$ cat config.mk
export PLATFORM = sky130hd
export DESIGN_NAME = wflc_wmem
export DESIGN_NICKNAME = d
export VERILOG_FILES = /design/src/design/wflc_wmem.sv
export SDC_FILE = /design/constraint.sdc
export NUM_CORES = 1
export LEC_CHECK = 0
export BUFFER_PORTS_ARGS = -buffer_cell sky130_fd_sc_hd__buf_2
export CELL_PAD_IN_SITES_DETAIL_PLACEMENT = 1
export CELL_PAD_IN_SITES_GLOBAL_PLACEMENT = 2
export CORE_MARGIN = 4
export CORE_UTILIZATION = 38
export DETAILED_ROUTE_END_ITERATION = 10
export GPL_ROUTABILITY_DRIVEN = 0
export HOLD_SLACK_MARGIN = 0.12
export MAX_ROUTING_LAYER = met4
export PLACE_DENSITY = 0.75
export SETUP_SLACK_MARGIN = 0.02
export SYNTH_ARGS = -nofsm -noshare
export SYNTH_HDL_FRONTEND = slang
export SYNTH_SLANG_ARGS = --single-unit
$ cat constraint.sdc
create_clock -name i_clk -period 10.8 [get_ports i_clk]
set_input_delay 2.16 -clock i_clk [delete_from_list [all_inputs] [get_ports i_clk]]
set_output_delay 2.16 -clock i_clk [all_outputs]
set_load 0.01 [all_outputs]
$ cat src/design/wflc_wmem.sv
// Weight memory: one write port, one registered read port, entries read as zero until written.
`default_nettype none
module wflc_wmem #(
    parameter int ENTRIES = 4
) (
    input  wire logic                       i_clk,
    input  wire logic                       i_rst_n,
    input  wire logic                       i_clear,
    input  wire logic                       i_we,
    input  wire logic [$clog2(ENTRIES)-1:0] i_waddr,
    input  wire logic signed [31:0]         i_wdata,
    input  wire logic [$clog2(ENTRIES)-1:0] i_raddr,
    output logic signed [31:0]              o_rdata
);
    logic signed [31:0] r_mem [ENTRIES];
    logic [ENTRIES-1:0] r_valid;
    logic signed [31:0] r_rdata;
    logic               r_rvalid;

    always_ff @(posedge i_clk) begin
        if (i_we) begin
            r_mem[i_waddr] <= i_wdata;
        end
        r_rdata <= r_mem[i_raddr];
    end

    always_ff @(posedge i_clk) begin
        if (!i_rst_n || i_clear) begin
            r_valid  <= '0;
            r_rvalid <= 1'b0;
        end else begin
            if (i_we) begin
                r_valid[i_waddr] <= 1'b1;
            end
            r_rvalid <= r_valid[i_raddr];
        end
    end

    assign o_rdata = r_rvalid ? r_rdata : 32'sd0;
endmodule
`default_nettype wire

==> results.md <==
* Cts hold-fix bufs at 0
* Largest net degree at the start of global routing at 34
* Max Clock Freq at about 0.25 GHz
* CP cell instances: and2_1 -> buf_2
* Post-CTS setup buffer count at 0
* Setup violations, final at 0
* First-pass GRT wire length at 15.5 mm
* Yosys reg bits at 165
* Critical Path Fanout Max at 32
* CP required at roughly 8600 ps
* Max Cap Viol at 0
* Reg2reg end: r_rvalid$_SDFF_PP0_
* Max IR drop VDD at 0.127 mV
* Worst Hold Class: reg -> reg
* Detailed Routing Iterations Pass 1 at 4
* Resize count post-CTS at 0
* Aggregate global-route resource usage at 0.131
* Worst path max stage delay at 1020 ps
* Worst R2R Setup Slack at 9780 ps
* Setup TNS at 0 ps
* Critical path class: reg -> out
* Status: completed
* Per-cell routed wire length at 18.8 um
* Syn_nets at 294
* Sequential share of the synthesized area at 0.801
* Cell variety after synth at 20
* Die area at 17100 um2
* CP max stage cell: dfxtp_1
* Tightest Pin Transition at 1070 ps
* Crit path depth at 2
* Number of fill cells at between 1000 and 1500
* Top delay family on crit path: flip-flops
* Via count at 2571
* R2r worst-path depth at 2
* Die Span Y at 131 um
* CP Launch Type: register
* CTS Buffer Depth at 2
* Post-Place Worst Slack at between 7000 and 8000 ps
* Clk sinks at 165
* Cell Area, Synth at between 5000 and 6000 um2
* RR Startpoint: r_valid[3]$_SDFFE_PP0P_
* Mapped Cells at ~250
* WP data arrival at 1830 ps
* Clk_lat worst skew at 410 ps
* Clk_skew at 5.10 ps
* CTS H-tree depth at 4
* Fin crit period at 3990 ps
* Post-route ant nets at 0
* RSZ-0062 raised after global routing: false
* Slew HR at 0.288
* Buf+Inv Stages, Crit Path at 1
* Setup slack after layout at 6810 ps
* Core area at about 15000 um2
* Fin nets at 375
* P_leak at 2.46 nW
* Clock transition at path regs at around 60 ps
* Slew Viols, Final at 0
* Routed wire length at 10.0 mm
* Yosys Warn Count at 0
* Pwr/cell area at 199 nW/um2
* CTS tree: yes
* Layout area overhead at 18.8%
* Hold EP: r_valid[1]$_SDFFE_PP0P_
* Vias in the first global route at 2776
* Critical Path End Type: primary output
* DP Wirelength at 5.87 mm
* Number of buffers created by CTS at 17
* Initial antenna violation count at 0
* Share of cells above drive strength 1 at 0.397
* CTS Root Buffer Type: clkbuf_16
* I/O pin total at 72
* Die boundary width at 131 um
* Period utilization at 0.369
* Grt ovf at 0
* Starting Density at 0.391
* DRT iter0 DRCs at 195
* Vias per std cell at 4.82
* Hold path depth at 2
* Synth Area per Inst at 22.5 um2
* Final hold vios at 0
* Hold Path Origin: r_valid[1]$_SDFFE_PP0P_
* DRC violations left at 0
* # rows at 44
* Port Buffers at 71
[synth_stat cells]
library cell | n | area [um2]
edfxtp_1 | 128 | 3840
dfxtp_1 | 37 | 741
and2_1 | 32 | 200
mux4_2 | 31 | 698
clkbuf_1 | 4 | 15.0
buf_12 | 3 | 60.1
buf_2 | 3 | 15.0
inv_1 | 2 | 7.51
mux4_1 | 2 | 52.6
o21ba_2 | 2 | 20.0
a21oi_1 | 1 | 5.00
a31oi_1 | 1 | 6.26
and3_1 | 1 | 6.26
and3b_1 | 1 | 8.76
buf_6 | 1 | 11.3
nand2b_1 | 1 | 6.26
nand3b_1 | 1 | 7.51
nor2_1 | 1 | 3.75
nor2b_1 | 1 | 6.26
nor3b_1 | 1 | 7.51
[cell type report]
type	instances	area, um2	area share
well taps	184	230	0.0339
flip-flops and latches	165	4580	0.674
multi-input cells	76	1040	0.152
clock inverters	10	105	0.0155
clock buffers	22	464	0.0683
repair buffers	73	370	0.0545
diodes	1	2.50	0.000368
inverters	2	7.51	0.00110
[logic make-up after synthesis]
| logic type | synth area share |
|---|---|
| and+or+nand+nor | 0.0431 |
| buffers and inverters | 0.0190 |
| DFF | 0.801 |
| AOI/OAI and AO/OA | 0.00547 |
| muxes | 0.131 |
[worst max-delay path by stage]
| stage | to | from | slack [ps] |
|---|---|---|---|
| 2_1_floorplan | r_mem[0][0]$_DFFE_PP_ | i_waddr[0] | 5710 |
| 3_3_place_gp | r_rvalid$_SDFF_PP0_ | i_raddr[0] | 7120 |
| 3_5_place_dp | r_rvalid$_SDFF_PP0_ | i_raddr[0] | 7120 |
| 4_1_cts | o_rdata[17] | r_rvalid$_SDFF_PP0_ | 6690 |
| 5_1_grt | o_rdata[14] | r_rvalid$_SDFF_PP0_ | 6580 |
| 6_report | o_rdata[14] | r_rvalid$_SDFF_PP0_ | 6810 |
[cell usage in the layout, fill, tap and decap left out, types with 2 or more instances in the layout]
cell type and n:
buf_2 71, clkbuf_1 3, mux4_1 2, clkbuf_8 2, o21ba_2 2, edfxtp_1 128
clkbuf_16 17, bufinv_16 2, clkinv_2 5, and2_1 32, buf_4 2, dfxtp_1 37
mux4_2 31
[worst register-to-register path: cells and delay by family (launching register included)]
kind / cells / cell delay [ps]
multiplexers: 1 / 450
AND/OR/NAND/NOR: 1 / 140
flip-flops: 1 / 320
[stage by stage]
step	util	instance area, um2	std cells	hold WS [ps]	total power, mW
floorplan	-	5720	254	422	0.775
CTS	0.464	6800	532	473	1.37
global placement	0.425	6230	500	435	0.793
detailed placement	0.425	6230	500	466	0.798
finish	0.464	6800	533	464	1.36
global route	0.464	6800	532	509	1.41
[metal layers]
layer | up-vias | track usage | share of wire
met5 | - | - | 0
met4 | 0 | 0.0526 | 0.015
met3 | 11 | 0.0415 | 0.044
met2 | 63 | 0.210 | 0.53
met1 | 1322 | 0.156 | 0.41
li1 | 1175 | - | -
[power breakdown]
group,switching (mW),internal [mW],total [mW]
clock network,0.223,0.350,0.573
registers,0.00931,0.722,0.732
logic,0.0259,0.0250,0.0509
total,0.258,1.10,1.36
[sequential cells by signal (all words and copies together) (netlist names)]
register	cells
r_rvalid	1
r_mem	128
r_rdata	32
r_valid	4
No activity file was read; power rests on OpenSTA's default activity.
